[config.mk]
export PLATFORM = sky130hd
export DESIGN_NAME = alarm_dedup_cache_top
export DESIGN_NICKNAME = d
export VERILOG_FILES = /design/src/rtl/adc_pkg.sv /design/src/rtl/adc_table.sv /design/src/rtl/alarm_dedup_cache_top.sv
export SDC_FILE = /design/constraint.sdc
export NUM_CORES = 1
export LEC_CHECK = 0
export BUFFER_PORTS_ARGS = -buffer_cell sky130_fd_sc_hd__buf_4
export CELL_PAD_IN_SITES_DETAIL_PLACEMENT = 0
export CELL_PAD_IN_SITES_GLOBAL_PLACEMENT = 1
export CORE_ASPECT_RATIO = 0.9
export CORE_MARGIN = 1.5
export CORE_UTILIZATION = 30
export CTS_CLUSTER_SIZE = 16
export DETAILED_ROUTE_END_ITERATION = 10
export PLACE_DENSITY_LB_ADDON = 0.1
export RECOVER_POWER = 25
export SLEW_MARGIN = 20
export SYNTH_ARGS = -nofsm -noshare
export SYNTH_HDL_FRONTEND = slang
export SYNTH_SLANG_ARGS = --single-unit
export TNS_END_PERCENT = 10
[constraint.sdc]
create_clock -name i_clk -period 19 [get_ports i_clk]
set_clock_uncertainty 0.15 [all_clocks]
set_input_delay 3.8 -clock i_clk [delete_from_list [all_inputs] [get_ports i_clk]]
set_output_delay 3.8 -clock i_clk [all_outputs]
set_load 0.05 [all_outputs]
[src/rtl/adc_pkg.sv]
package adc_pkg;

    // table depth default
    localparam int TABLE_ENTRIES_DEF = 8;

    // configuration register indexes
    localparam logic [1:0] REG_OWN_NODE_ID    = 2'd0;
    localparam logic [1:0] REG_FORGET_TIME_MS = 2'd1;
    localparam logic [1:0] REG_ACTIVE_TIME_MS = 2'd2;

    // configuration reset values
    localparam logic [31:0] OWN_NODE_ID_RST    = 32'd0;
    localparam logic [31:0] FORGET_TIME_MS_RST = 32'd60000;
    localparam logic [31:0] ACTIVE_TIME_MS_RST = 32'd30000;

    // command codes
    localparam logic CMD_REPORT = 1'b0;
    localparam logic CMD_SWEEP  = 1'b1;

    // report status codes
    localparam logic [2:0] ST_NONE   = 3'd0;
    localparam logic [2:0] ST_NEW    = 3'd1;
    localparam logic [2:0] ST_RAISED = 3'd2;
    localparam logic [2:0] ST_STALE  = 3'd3;
    localparam logic [2:0] ST_FULL   = 3'd4;

    // one table entry
    typedef struct packed {
        logic [31:0] src_id;
        logic [31:0] max_seq;
        logic [31:0] last_ms;
    } t_entry;

endpackage

[src/rtl/adc_table.sv]
module adc_table #(
    parameter int ENTRIES = adc_pkg::TABLE_ENTRIES_DEF,
    parameter int AW      = (ENTRIES > 1) ? $clog2(ENTRIES) : 1
) (
    input  logic           i_clk,
    input  logic           i_rst_n,
    input  logic           i_rd_en,
    input  logic [AW-1:0]  i_rd_addr,
    output adc_pkg::t_entry o_rd_entry,
    output logic           o_rd_occ,
    input  logic           i_wr_en,
    input  logic           i_clr_en,
    input  logic [AW-1:0]  i_wr_addr,
    input  adc_pkg::t_entry i_wr_entry
);

    adc_pkg::t_entry r_mem [ENTRIES];
    adc_pkg::t_entry r_rd_entry;
    logic [ENTRIES-1:0] r_valid;
    logic r_rd_occ;

    // entry storage, no reset needed since occupancy lives in r_valid
    always_ff @(posedge i_clk) begin
        if (i_wr_en) begin
            r_mem[i_wr_addr] <= i_wr_entry;
        end
        if (i_rd_en) begin
            r_rd_entry <= r_mem[i_rd_addr];
        end
    end

    // occupancy bits, cleared at once by reset
    always_ff @(posedge i_clk) begin
        if (!i_rst_n) begin
            r_valid  <= '0;
            r_rd_occ <= 1'b0;
        end else begin
            if (i_wr_en) begin
                r_valid[i_wr_addr] <= 1'b1;
            end else if (i_clr_en) begin
                r_valid[i_wr_addr] <= 1'b0;
            end
            if (i_rd_en) begin
                r_rd_occ <= r_valid[i_rd_addr];
            end
        end
    end

    assign o_rd_entry = r_rd_entry;
    assign o_rd_occ   = r_rd_occ;

endmodule

[src/rtl/alarm_dedup_cache_top.sv]
// Alarm duplicate-suppression table. Each transfer on the input channel is either an alarm
// report (command 0) or an aging sweep (command 1), and each yields exactly one result
// transfer carrying the report status and the first still-active entry in slot order.
// Entries live in a table with one read and one write port, read one slot per cycle; a small
// sequencer walks the slots through one shared 32-bit compare unit. A report's lookup ends
// early on a source hit, a sweep always visits every slot, and both then run the
// active-entry search, which ends early at the first active entry, before a handoff to the
// output register; the walk is paced by the one-slot-per-cycle table read port. The input
// is ready only while the sequencer idles; a finished result sits in an output register so
// the next item can be taken while it waits. Occupancy bits are cleared by reset, so no
// clearing pass is needed. Configuration writes are registered and must only happen while
// idle.
module alarm_dedup_cache_top #(
    parameter int TABLE_ENTRIES = adc_pkg::TABLE_ENTRIES_DEF
) (
    input  logic        i_clk,
    input  logic        i_rst_n,
    // configuration write port
    input  logic        i_cfg_we,
    input  logic [1:0]  i_cfg_index,
    input  logic [31:0] i_cfg_data,
    // input channel
    input  logic        i_in_valid,
    output logic        o_in_ready,
    input  logic        i_command,
    input  logic [31:0] i_source_id,
    input  logic [31:0] i_seq_num,
    input  logic [31:0] i_now_ms,
    // result channel
    output logic        o_out_valid,
    input  logic        i_out_ready,
    output logic [2:0]  o_report_status,
    output logic        o_alarm_active,
    output logic [31:0] o_alarm_source,
    output logic [31:0] o_alarm_seq
);

    localparam int AW = (TABLE_ENTRIES > 1) ? $clog2(TABLE_ENTRIES) : 1;
    localparam int CW = $clog2(TABLE_ENTRIES + 1);

    // sequencer states
    localparam logic [2:0] S_IDLE  = 3'd0;
    localparam logic [2:0] S_SCAN  = 3'd1;  // report lookup
    localparam logic [2:0] S_SWEEP = 3'd2;  // aging sweep
    localparam logic [2:0] S_ACT   = 3'd3;  // first active entry search
    localparam logic [2:0] S_DONE  = 3'd4;  // hand result to output register

    // configuration
    logic [31:0] r_own_id, r_forget_ms, r_active_ms;

    // latched item
    logic        r_cmd, n_cmd;
    logic [31:0] r_src, n_src;
    logic [31:0] r_seq, n_seq;
    logic [31:0] r_now, n_now;

    // sequencer
    logic [2:0]    r_state, n_state;
    logic [CW-1:0] r_addr, n_addr;     // next slot to read
    logic          r_pend, n_pend;     // read data valid this cycle
    logic [AW-1:0] r_eidx, n_eidx;     // slot of the read data
    logic          r_have_free, n_have_free;
    logic [AW-1:0] r_free, n_free;

    // result being built
    logic [2:0]  r_status, n_status;
    logic        r_act, n_act;
    logic [31:0] r_asrc, n_asrc;
    logic [31:0] r_aseq, n_aseq;

    // output register
    logic        r_out_valid, n_out_valid;
    logic [2:0]  r_o_status, n_o_status;
    logic        r_o_act, n_o_act;
    logic [31:0] r_o_src, n_o_src;
    logic [31:0] r_o_seq, n_o_seq;

    // table interface
    logic            rd_en;
    adc_pkg::t_entry rd_entry;
    logic            rd_occ;
    logic            wr_en, clr_en;
    logic [AW-1:0]   wr_addr;
    adc_pkg::t_entry wr_entry;

    // shared compare unit
    logic [31:0] age, cmp_a, cmp_b;
    logic        cmp_gt;

    logic issue, last, hit, in_xfer;

    adc_table #(
        .ENTRIES (TABLE_ENTRIES),
        .AW      (AW)
    ) u_table (
        .i_clk      (i_clk),
        .i_rst_n    (i_rst_n),
        .i_rd_en    (rd_en),
        .i_rd_addr  (r_addr[AW-1:0]),
        .o_rd_entry (rd_entry),
        .o_rd_occ   (rd_occ),
        .i_wr_en    (wr_en),
        .i_clr_en   (clr_en),
        .i_wr_addr  (wr_addr),
        .i_wr_entry (wr_entry)
    );

    // configuration registers, out-of-range index is dropped
    always_ff @(posedge i_clk) begin
        if (!i_rst_n) begin
            r_own_id    <= adc_pkg::OWN_NODE_ID_RST;
            r_forget_ms <= adc_pkg::FORGET_TIME_MS_RST;
            r_active_ms <= adc_pkg::ACTIVE_TIME_MS_RST;
        end else if (i_cfg_we) begin
            case (i_cfg_index)
                adc_pkg::REG_OWN_NODE_ID:    r_own_id    <= i_cfg_data;
                adc_pkg::REG_FORGET_TIME_MS: r_forget_ms <= i_cfg_data;
                adc_pkg::REG_ACTIVE_TIME_MS: r_active_ms <= i_cfg_data;
                default: ;
            endcase
        end
    end

    assign o_in_ready = (r_state == S_IDLE);
    assign in_xfer    = i_in_valid && o_in_ready;

    // slot walk: read slot r_addr while looking at slot r_eidx
    assign issue = (r_addr < CW'(TABLE_ENTRIES));
    assign rd_en = issue && (r_state inside {S_SCAN, S_SWEEP, S_ACT});
    assign last  = (r_eidx == AW'(TABLE_ENTRIES - 1));
    assign hit   = rd_occ && (rd_entry.src_id == r_src);

    // age wraps modulo 2^32
    assign age = r_now - rd_entry.last_ms;

    always_comb begin
        case (r_state)
            S_SCAN: begin
                cmp_a = r_seq;
                cmp_b = rd_entry.max_seq;
            end
            S_SWEEP: begin
                cmp_a = age;
                cmp_b = r_forget_ms;
            end
            default: begin
                cmp_a = age;
                cmp_b = r_active_ms;
            end
        endcase
    end
    assign cmp_gt = (cmp_a > cmp_b);

    always_comb begin
        n_state     = r_state;
        n_addr      = r_addr;
        n_pend      = r_pend;
        n_eidx      = r_eidx;
        n_have_free = r_have_free;
        n_free      = r_free;
        n_cmd       = r_cmd;
        n_src       = r_src;
        n_seq       = r_seq;
        n_now       = r_now;
        n_status    = r_status;
        n_act       = r_act;
        n_asrc      = r_asrc;
        n_aseq      = r_aseq;
        n_out_valid = r_out_valid;
        n_o_status  = r_o_status;
        n_o_act     = r_o_act;
        n_o_src     = r_o_src;
        n_o_seq     = r_o_seq;
        wr_en       = 1'b0;
        clr_en      = 1'b0;
        wr_addr     = r_eidx;
        wr_entry    = '{src_id: r_src, max_seq: r_seq, last_ms: r_now};

        if (r_out_valid && i_out_ready) begin
            n_out_valid = 1'b0;
        end

        // advance the slot pipeline in every walking state
        if (r_state inside {S_SCAN, S_SWEEP, S_ACT}) begin
            n_pend = issue;
            n_eidx = r_addr[AW-1:0];
            if (issue) begin
                n_addr = r_addr + CW'(1);
            end
        end

        case (r_state)
            S_IDLE: begin
                if (in_xfer) begin
                    n_cmd       = i_command;
                    n_src       = i_source_id;
                    n_seq       = i_seq_num;
                    n_now       = i_now_ms;
                    n_addr      = '0;
                    n_pend      = 1'b0;
                    n_have_free = 1'b0;
                    n_status    = adc_pkg::ST_NONE;
                    if (i_command == adc_pkg::CMD_SWEEP) begin
                        n_state = S_SWEEP;
                    end else if (i_source_id == 32'd0 || i_source_id == r_own_id) begin
                        // ignored report goes straight to the active search
                        n_state = S_ACT;
                    end else begin
                        n_state = S_SCAN;
                    end
                end
            end
            S_SCAN: begin
                if (r_pend) begin
                    if (hit) begin
                        if (cmp_gt) begin
                            wr_en    = 1'b1;
                            wr_entry = '{src_id: rd_entry.src_id, max_seq: r_seq,
                                         last_ms: r_now};
                            n_status = adc_pkg::ST_RAISED;
                        end else begin
                            n_status = adc_pkg::ST_STALE;
                        end
                        n_state = S_ACT;
                        n_addr  = '0;
                        n_pend  = 1'b0;
                    end else begin
                        if (!rd_occ && !r_have_free) begin
                            n_have_free = 1'b1;
                            n_free      = r_eidx;
                        end
                        if (last) begin
                            if (r_have_free || !rd_occ) begin
                                wr_en    = 1'b1;
                                wr_addr  = r_have_free ? r_free : r_eidx;
                                n_status = adc_pkg::ST_NEW;
                            end else begin
                                n_status = adc_pkg::ST_FULL;
                            end
                            n_state = S_ACT;
                            n_addr  = '0;
                            n_pend  = 1'b0;
                        end
                    end
                end
            end
            S_SWEEP: begin
                if (r_pend) begin
                    // emptied slot keeps its stored entry, only occupancy drops
                    if (rd_occ && cmp_gt) begin
                        clr_en = 1'b1;
                    end
                    if (last) begin
                        n_state = S_ACT;
                        n_addr  = '0;
                        n_pend  = 1'b0;
                    end
                end
            end
            S_ACT: begin
                if (r_pend) begin
                    if (rd_occ && !cmp_gt) begin
                        n_act   = 1'b1;
                        n_asrc  = rd_entry.src_id;
                        n_aseq  = rd_entry.max_seq;
                        n_state = S_DONE;
                    end else if (last) begin
                        n_act   = 1'b0;
                        n_asrc  = '0;
                        n_aseq  = '0;
                        n_state = S_DONE;
                    end
                end
            end
            S_DONE: begin
                // wait for the output register to free up
                if (!r_out_valid || i_out_ready) begin
                    n_out_valid = 1'b1;
                    n_o_status  = r_status;
                    n_o_act     = r_act;
                    n_o_src     = r_asrc;
                    n_o_seq     = r_aseq;
                    n_state     = S_IDLE;
                end
            end
            default: begin
                n_state = S_IDLE;
            end
        endcase
    end

    // control state
    always_ff @(posedge i_clk) begin
        if (!i_rst_n) begin
            r_state     <= S_IDLE;
            r_addr      <= '0;
            r_pend      <= 1'b0;
            r_have_free <= 1'b0;
            r_out_valid <= 1'b0;
        end else begin
            r_state     <= n_state;
            r_addr      <= n_addr;
            r_pend      <= n_pend;
            r_have_free <= n_have_free;
            r_out_valid <= n_out_valid;
        end
    end

    // payload
    always_ff @(posedge i_clk) begin
        r_eidx     <= n_eidx;
        r_free     <= n_free;
        r_cmd      <= n_cmd;
        r_src      <= n_src;
        r_seq      <= n_seq;
        r_now      <= n_now;
        r_status   <= n_status;
        r_act      <= n_act;
        r_asrc     <= n_asrc;
        r_aseq     <= n_aseq;
        r_o_status <= n_o_status;
        r_o_act    <= n_o_act;
        r_o_src    <= n_o_src;
        r_o_seq    <= n_o_seq;
    end

    assign o_out_valid     = r_out_valid;
    assign o_report_status = r_o_status;
    assign o_alarm_active  = r_o_act;
    assign o_alarm_source  = r_o_src;
    assign o_alarm_seq     = r_o_seq;

endmodule
==> impl_metrics.env, run 1 <==
export IMPL_fillers=14900
export IMPL_postLayoutCellArea_um2=56500
export IMPL_setup_violations=0
export IMPL_yosys_register_bits=1217
export IMPL_final_cell_mix="edfxtp_1 (1102), buf_4 (255), nand2_1 (245)"
export IMPL_max_slew_worst_pin_slew_ps=1140
export IMPL_grt_start_max_net_pins=88
export IMPL_start_util_pct=30.3
export IMPL_cts_inserted_buffers=139
export IMPL_ctsHoldBuffers=0
export IMPL_crit_fanout=52
export IMPL_final_max_slew_violation_count=0
export IMPL_gr_total_overflow=0
export IMPL_hp_start="r_aseq[15]"
export IMPL_critPathKind="reg -> reg"
export IMPL_fmax_ghz=0.124
export IMPL_gp_congestion=0.785
export IMPL_power_density_nw_per_um2=112
export IMPL_rsz0062_at_grt="no"
export IMPL_clock_sinks=1217
export IMPL_layout_setup_ws_ps=10940
export IMPL_fin_util_pct=35.8
export IMPL_row_count=138
export IMPL_finalHoldViolations=0
export IMPL_first_pass_iters=5
export IMPL_vias=25200
export IMPL_avgSynthCellArea_um2=17.6
export IMPL_slew_headroom_pct=23.7
export IMPL_io_buffers=205
export IMPL_synth_nets=2914
export IMPL_cts_setup_buffers=0
export IMPL_status="complete, no violations"
export IMPL_placed_cell_area_um2=52000
export IMPL_critPathArrivalTime_ps=8270
export IMPL_dieArea_um2=162000
export IMPL_drc=0
export IMPL_ys_warn_count=0
export IMPL_p_leak_nw=18.4
export IMPL_hold_path_class="reg -> reg"
export IMPL_yosys_top_cells_area="edfxtp_1 (69%), mux4_2 (9.1%), dfxtp_1 (4.8%), mux2_2 (2.3%), nand2_1 (1.9%)"
export IMPL_cp_startpoint="r_now[0]"
export IMPL_cap_viol_max_count=0
export IMPL_grt_pass1_vias=26600
export IMPL_yosysTopAreaCell="edfxtp_1"
export IMPL_clk_latency_ps=780
export IMPL_core_area_um2=158000
export IMPL_cts_tree="done"
export IMPL_antenna_left=0
export IMPL_cts_max_level=4
export IMPL_clk_pin_slew_worst_paths_ps=60
export IMPL_power_mw=6.34
export IMPL_period_share_pct=42.4
export IMPL_grt_pass1_wl_um=201000
export IMPL_fin_crit_ps=8060
export IMPL_grt_usage_pct=17.5
export IMPL_irDropWorstVdd_uv=90.7
export IMPL_antenna_found_initial=10
export IMPL_netlist_area_leader_share_pct=69.2
export IMPL_layout_nets=3159
export IMPL_placed_cells=4917
export IMPL_avgViaCountPerCell=4.86
export IMPL_crit_required_ps=19210
export IMPL_clock_path_buffers=3
export IMPL_async_reset_ff_share_pct=0
export IMPL_synth_distinct_cells=76
export IMPL_hpwl_um=90800
export IMPL_die_w_um=424
export IMPL_syn_inst=2713
export IMPL_synth_edff_count=1102
export IMPL_start_kind="flop"
export IMPL_fin_setup_tns_ps=0
export IMPL_layout_cells_non_filler=5178
export IMPL_wl_per_cell_um=27.3
export IMPL_hold_slack_ps=262
export IMPL_critPathCaptureType="flop"
export IMPL_drive_above_1_share_pct=25.6
export IMPL_boundaryPins=206
export IMPL_place_ws_ps=10720
export IMPL_root_buffer="clkbuf_16"
export IMPL_ys_seq_area_share_pct=74.0
export IMPL_syn_cell_area_um2=47900
export IMPL_final_common_cell="edfxtp_1"
export IMPL_synthFlopType="edfxtp_1"
export IMPL_r2r_start="r_now[0]"
export IMPL_cts_resized=0
export IMPL_finalWirelength_um=142000
export IMPL_area_growth_pct=18.0
export IMPL_die_h_um=382
export IMPL_first_iter_violations=1899
synth_stat cells (29+ instances only):
cell type,count
a21oi_1,164
a22o_1,31
and2_1,65
clkbuf_1,124
dfxtp_1,115
edfxtp_1,1102
ha_1,64
inv_1,49
mux2_2,97
mux4_2,194
nand2_1,245
nand3_1,29
nor2_1,61
o21ai_0,29
xnor2_1,57
xor2_1,31
power breakdown:
part | total [mW] | internal, mW | switching, mW
Clock | 2.66 | 1.55 | 1.12
Sequential | 3.10 | 3.00 | 0.0924
Combinational | 0.581 | 0.236 | 0.345
per-layer routing:
metal / GRT usage, % / vias to the layer above / wire length, um
met2: 29.5 / 626 / 70200
li1: - / 11100 / -
met3: 2.93 / 198 / 5930
met1: 22.8 / 13200 / 61400
met4: 5.86 / 0 / 4010
met5: 0 / - / 0
area by class of cell:
cell class                      instances  area (um^2)  area share, %
Timing Repair Buffer                  257         1950           3.46
Antenna cell                            5         12.5         0.0222
Sequential cell                      1217        35400           62.7
Clock inverter                         75          743           1.32
Clock buffer                          181         3770           6.68
Multi-Input combinational cell       1293        11800           20.9
Tap cell                             2100         2630           4.65
Inverter                               50          188          0.332
cells by family (layout without fill, tap and decap cells):
| logic type | after synthesis | in the layout | share of synthesized area, % |
|---|---|---|---|
| xor gates and xnor gates | 88 | 88 | 1.61 |
| adders and majority gates | 65 | 65 | 1.72 |
| DFF | 1217 | 1217 | 74.0 |
| other | 0 | 5 | 0 |
| and+or+nand+nor | 524 | 524 | 5.27 |
| AOI/OAI and AO/OA | 322 | 322 | 4.32 |
| muxes | 294 | 294 | 11.5 |
| buffers and inverters | 203 | 563 | 1.65 |
state kept, by name, indices dropped and copies added (netlist names), 4 cells and up, named ones only:
signal	count
r_active_ms	32
o_alarm_source	32
r_src	32
r_asrc	32
r_own_id	32
r_seq	32
r_aseq	32
u_table.r_mem	768
u_table.o_rd_entry	96
r_addr	4
r_forget_ms	32
r_now	32
o_alarm_seq	32
critical path, stage by stage, from the launching register on:
cell and delay (ps):
edfxtp_1 500, inv_1 100, ha_1 190, inv_1 70, fa_1 400, a21o_1 220
a221oi_4 540, o221ai_2 190, a31o_4 270, a211oi_4 270, nor3_2 90, a2111oi_2 380
mux2i_1 230, nand3_1 100, ha_1 300, nand4_1 160, nor4_2 320, nand2_1 140
a211oi_1 490, o2111a_1 350, o21ai_1 280, nor2_4 210, buf_4 720, buf_4 930
worst paths after layout:
path	end	slack, ps	depth (start not counted)
setup / recovery	u_table.r_mem[5][16]	10940	23
hold / removal	o_alarm_seq[15]	260	0
setup reg to reg	u_table.r_mem[5][16]	10940	23
hold reg to reg	o_alarm_seq[15]	260	0
No activity file was read; power rests on OpenSTA's default activity.
==> run 2, diff against run 1 <==
clock period = 7 ns   (was 19 ns; I/O delays follow)
==> run 2 against run 1 <==
Final cell count is 0.31% higher. Count of clock-buffer cells in the layout is 9 higher. Register-to-register slack worse by 10000 ps. Flip-flop and latch count stayed put. Worst setup slack worse by 10000 ps. Global-route usage hardly changed. First-iteration DRC count is 6.6% lower. Total power grew to 2.7 times the previous value. Via count is 0.46% higher. Non-clock buffer count is 24 higher. Utilization is 0.23 points higher.
==> impl_metrics.env, run 2 (synthesized netlist as in run 1, its figures left out) <==
export IMPL_die_w_um=424
export IMPL_hold_slack_ps=256
export IMPL_layout_nets=3182
export IMPL_final_max_slew_violation_count=0
export IMPL_p_leak_nw=18.5
export IMPL_core_area_um2=158000
export IMPL_ctsHoldBuffers=0
export IMPL_grt_pass1_wl_um=201000
export IMPL_start_kind="flop"
export IMPL_row_count=138
export IMPL_clock_path_buffers=3
export IMPL_clk_latency_ps=780
export IMPL_dieArea_um2=162000
export IMPL_gr_total_overflow=0
export IMPL_hold_path_class="reg -> reg"
export IMPL_fin_crit_ps=6510
export IMPL_status="complete, no violations"
export IMPL_finalHoldViolations=0
export IMPL_gp_congestion=0.771
export IMPL_period_share_pct=93.0
export IMPL_wl_per_cell_um=27.4
export IMPL_final_common_cell="edfxtp_1"
export IMPL_grt_usage_pct=17.5
export IMPL_setup_violations=0
export IMPL_cts_max_level=4
export IMPL_avgViaCountPerCell=4.87
export IMPL_max_slew_worst_pin_slew_ps=997
export IMPL_fmax_ghz=0.154
export IMPL_die_h_um=382
export IMPL_power_mw=16.9
export IMPL_power_share_sequential_pct=49.8
export IMPL_grt_start_max_net_pins=109
export IMPL_critPathSlowestCell="edfxtp_1"
export IMPL_clockPowerShare_pct=41.0
export IMPL_finalWirelength_um=142000
export IMPL_drive_above_1_share_pct=25.6
export IMPL_antenna_left=0
export IMPL_fillers=14900
export IMPL_io_buffers=205
export IMPL_top_register="u_table.r_mem"
export IMPL_antenna_found_initial=4
export IMPL_critPathKind="reg -> reg"
export IMPL_irDropWorstVdd_uv=254
export IMPL_switching_power_mw=4.13
export IMPL_critPathArrivalTime_ps=6990
export IMPL_final_cell_mix="edfxtp_1 (1102), nand2_1 (245), mux4_2 (194)"
export IMPL_root_buffer="clkbuf_16"
export IMPL_power_density_nw_per_um2=298
export IMPL_boundaryPins=206
export IMPL_p_sw_share_pct=24.4
export IMPL_crit_required_ps=7480
export IMPL_largest_reg_flops=768
export IMPL_vias=25300
export IMPL_first_pass_iters=5
export IMPL_grt_pass1_vias=26800
export IMPL_first_iter_violations=1773
export IMPL_crit_fanout=34
export IMPL_drc=0
export IMPL_clock_sinks=1217
export IMPL_cts_setup_buffers=0
export IMPL_p_comb_share_pct=9.2
export IMPL_slew_headroom_pct=33.5
export IMPL_cts_inserted_buffers=138
export IMPL_fin_util_pct=36.0
export IMPL_start_util_pct=30.3
export IMPL_rsz0062_at_grt="no"
export IMPL_area_growth_pct=18.8
export IMPL_fin_setup_tns_ps=0
export IMPL_critPathCaptureType="flop"
export IMPL_cap_viol_max_count=0
export IMPL_clk_pin_slew_worst_paths_ps=60
export IMPL_cp_cell_sequence="inv_1 -> ha_1 -> inv_1 -> fa_1 -> a21o_1 -> a221oi_4 -> o221ai_2 -> a31o_4 -> a211oi_4 -> nor3_2 -> a2111oi_2 -> mux2i_1 -> nand3_1 -> ha_1 -> nand4_1 -> nor4_2 -> nand2_1 -> nor4_1 -> a21oi_1 -> nor3_2 -> buf_4 -> buf_4 -> and2_1"
export IMPL_cpPeakStageDelay_ps=520
export IMPL_hpwl_um=94000
export IMPL_cts_resized=0
export IMPL_cts_tree="done"
export IMPL_p_int_mw=12.8
run 2: cell count changes in the layout (fill, tap and decap cells not counted), moves of 3 or more:
cell	previous run	this run
clkinvlp_4	7	4
clkinv_8	5	1
buf_12	2	36
clkbuf_1	33	47
buf_4	255	192
inv_6	3	7
clkinv_2	25	21
clkbuf_4	0	44
diode_2	5	2
bufinv_16	10	4
run 2: critical path, delay by kind of cell, from the launching register on:
kind                       cells  cell delay, ps
AOI/OAI and AO/OA              7            1750
and+or+nand+nor                8            1690
buffers and inverters          4            1120
adders and majority gates      3             870
DFF                            1             520
muxes                          1             240
run 2: power groups by stage:
stage               clock network (mW)  registers [mW]  logic [mW]
global placement                     0            8.59        1.59
global route                      7.40            8.45        1.72
CTS                               7.14            8.44        1.61
floorplan                            0            8.40        1.07
finish                            6.93            8.42        1.56
detailed placement                   0            8.59        1.60
run 2: layout make-up:
type,count,area [um^2],share of cell area [%]
multi-input cells,1293,11800,20.7
repair buffers,281,2550,4.49
diodes,2,5.00,0.00880
flip-flops and latches,1217,35400,62.3
clock inverters,61,449,0.790
well taps,2100,2630,4.62
inverters,50,188,0.330
clock buffers,190,3840,6.75
run 2: layer usage:
metal	GRT usage [%]	routed length [um]	vias to the layer above
li1	-	-	11100
met1	22.7	61300	13400
met2	30.7	73100	533
met3	2.76	5110	162
met4	4.31	2730	0
met5	0	0	-
run 2: per-stage QoR:
step	setup WS (ps)	instance area (um^2)	cells
6_report	488	56800	5194
5_1_grt	24.8	56800	5192
4_1_cts	411	56900	5192
3_5_place_dp	483	52600	4941
3_3_place_gp	381	52600	4940
2_1_floorplan	-1060	47900	2713
run 2: worst paths after layout:
kind	from	to	slack [ps]	cells after the start
max	r_now[0]	r_asrc[15]	490	23
min	r_aseq[22]	o_alarm_seq[22]	260	0
max reg2reg	r_now[0]	r_asrc[15]	490	23
min reg2reg	r_aseq[22]	o_alarm_seq[22]	260	0
==> run 3, diff against run 2 <==
--- a/config.mk
+++ b/config.mk
@@ -12,3 +12,3 @@
 export CORE_MARGIN = 1.5
-export CORE_UTILIZATION = 30
+export CORE_UTILIZATION = 45
 export CTS_CLUSTER_SIZE = 16
@@ -17,2 +17,3 @@
 export RECOVER_POWER = 25
+export SETUP_SLACK_MARGIN = 0.5
 export SLEW_MARGIN = 20
--- a/constraint.sdc
+++ b/constraint.sdc
@@ -4,2 +4,2 @@
 set_output_delay 1.4 -clock i_clk [all_outputs]
-set_load 0.05 [all_outputs]
+set_load 0.02 [all_outputs]
==> run 3 against run 2 <==
Die area down 33%. Largest power group unchanged. Count of clock-buffer cells in the layout shrank 22. Sequential share of layout area rose by 1.6 points.
==> impl_metrics.env, run 3 (synthesized netlist as in run 1, its figures left out) <==
export IMPL_hold_slack_ps=264
export IMPL_top_register="u_table.r_mem"
export IMPL_fillers=8528
export IMPL_area_growth_pct=15.9
export IMPL_first_iter_violations=2662
export IMPL_largest_reg_flops=768
export IMPL_gr_total_overflow=0
export IMPL_clock_sinks=1217
export IMPL_setup_violations=0
export IMPL_cts_inserted_buffers=130
export IMPL_critPathCaptureType="flop"
export IMPL_finalWirelength_um=127000
export IMPL_start_kind="flop"
export IMPL_die_h_um=312
export IMPL_critPathKind="reg -> reg"
export IMPL_grt_usage_pct=23.6
export IMPL_antenna_found_initial=5
export IMPL_crit_required_ps=7220
export IMPL_dieArea_um2=108000
export IMPL_fin_crit_ps=6260
export IMPL_hold_path_class="reg -> reg"
export IMPL_power_density_nw_per_um2=300
export IMPL_cap_viol_max_count=0
export IMPL_clock_path_buffers=3
export IMPL_clk_latency_ps=750
export IMPL_ctsHoldBuffers=0
export IMPL_fmax_ghz=0.160
export IMPL_regArea_um2=35400
export IMPL_gp_congestion=0.863
export IMPL_cts_max_level=4
export IMPL_start_util_pct=45.4
export IMPL_layout_nets=3157
export IMPL_crit_fanout=56
export IMPL_avgViaCountPerCell=5.79
export IMPL_multi_input_area_um2=11800
export IMPL_final_common_cell="edfxtp_1"
export IMPL_p_leak_nw=18.2
export IMPL_critPathArrivalTime_ps=6480
export IMPL_boundaryPins=206
export IMPL_antenna_left=0
export IMPL_placed_cells=4200
export IMPL_period_share_pct=89.4
export IMPL_first_pass_iters=5
export IMPL_cp_startpoint="r_now[0]"
export IMPL_drive_above_1_share_pct=25.4
export IMPL_fin_util_pct=52.6
export IMPL_row_count=113
export IMPL_max_slew_worst_pin_slew_ps=1160
export IMPL_grt_pass1_wl_um=183000
export IMPL_finalHoldViolations=0
export IMPL_hpwl_um=80900
export IMPL_io_buffers=205
export IMPL_rsz0062_at_grt="yes"
export IMPL_irDropWorstVdd_uv=260
export IMPL_wl_per_cell_um=28.7
export IMPL_root_buffer="clkbuf_16"
export IMPL_grt_start_max_net_pins=98
export IMPL_vias=25700
export IMPL_die_w_um=347
export IMPL_drc=0
export IMPL_final_max_slew_violation_count=0
export IMPL_slew_headroom_pct=22.7
export IMPL_grt_pass1_vias=25500
export IMPL_clk_pin_slew_worst_paths_ps=70
export IMPL_core_area_um2=105000
export IMPL_cts_tree="done"
export IMPL_final_cell_mix="edfxtp_1 (1102), nand2_1 (245), buf_4 (238)"
export IMPL_status="complete, no violations"
export IMPL_r2r_start="r_now[0]"
export IMPL_hp_start="r_asrc[5]"
export IMPL_layout_cells_non_filler=4432
-- run 3: cell count changes in the layout (fill, tap and decap cells not counted), sizes merged --
cell,delta
bufinv,+3
nor2,+1
inv,+2
clkbuf,-71
clkinv,-8
buf,+31
-- run 3: power breakdown --
part / internal [mW] / leakage [nW] / switching [mW] / total [mW]
Combinational: 0.651 / 5.20 / 0.952 / 1.60
Sequential: 8.15 / 11.0 / 0.245 / 8.40
Clock: 3.79 / 1.99 / 2.84 / 6.63
-- run 3: cell type report --
cell class                      count  area share (%)
Sequential cell                  1217            63.8
Multi-Input combinational cell   1294            21.3
Clock buffer                      168            6.23
Timing Repair Buffer              263            4.00
Tap cell                         1380            3.11
Clock inverter                     58            1.15
Inverter                           50           0.338
Antenna cell                        2         0.00902
-- run 3: worst paths after layout --
check / end / cells past startpoint / slack, ps
setup / recovery: u_table.r_mem[2][8] / 23 / 740
hold / removal: o_alarm_source[5] / 0 / 260
setup reg to reg: u_table.r_mem[2][8] / 23 / 740
hold reg to reg: o_alarm_source[5] / 0 / 260
-- run 3: stage by stage --
step           instance area [um^2]  setup TNS, ps  setup slack (ps)  total power [mW]
2_1_floorplan                 47900        -474780             -1060              9.46
3_3_place_gp                  51300              0               394              10.1
3_5_place_dp                  51300              0               371              10.2
4_1_cts                       55400              0               395              16.8
5_1_grt                       55500              0               394              17.2
6_report                      55500              0               741              16.6
-- run 3: critical path, cell delays in order (launching register included) --
cell and delay [ps]:
edfxtp_1 380, inv_1 70, ha_1 180, inv_1 60, fa_1 400, a21o_1 210, a221oi_4 290, o221ai_2 140
a31o_4 250, a211oi_4 250, nor3_2 80, a2111oi_2 390, mux2i_1 260, nand3_1 110, ha_1 300, nand4_1 150
nor4_2 280, nand2_1 160, a211oi_1 460, o2111a_1 310, buf_4 160, o21ai_4 100, nor2_4 270, buf_16 390
-- run 3: per-layer routing --
| layer | GRT usage (%) | share of wire [%] | wire length, um |
|---|---|---|---|
| met1 | 34.9 | 45 | 57000 |
| met2 | 35.8 | 46 | 58200 |
| met3 | 4.61 | 7.1 | 9060 |
| met4 | 6.44 | 2.0 | 2520 |
| met5 | 1.26 | 0.13 | 164 |
-- run 3: what timing repair did --
action | 4_1_cts | 5_1_grt
gates resized for setup | 2 | 11
setup buffers | 0 | 3
pin swaps | 1 | 1
endpoints found under the setup margin | 280 | 906
gates cloned | 1 | 0
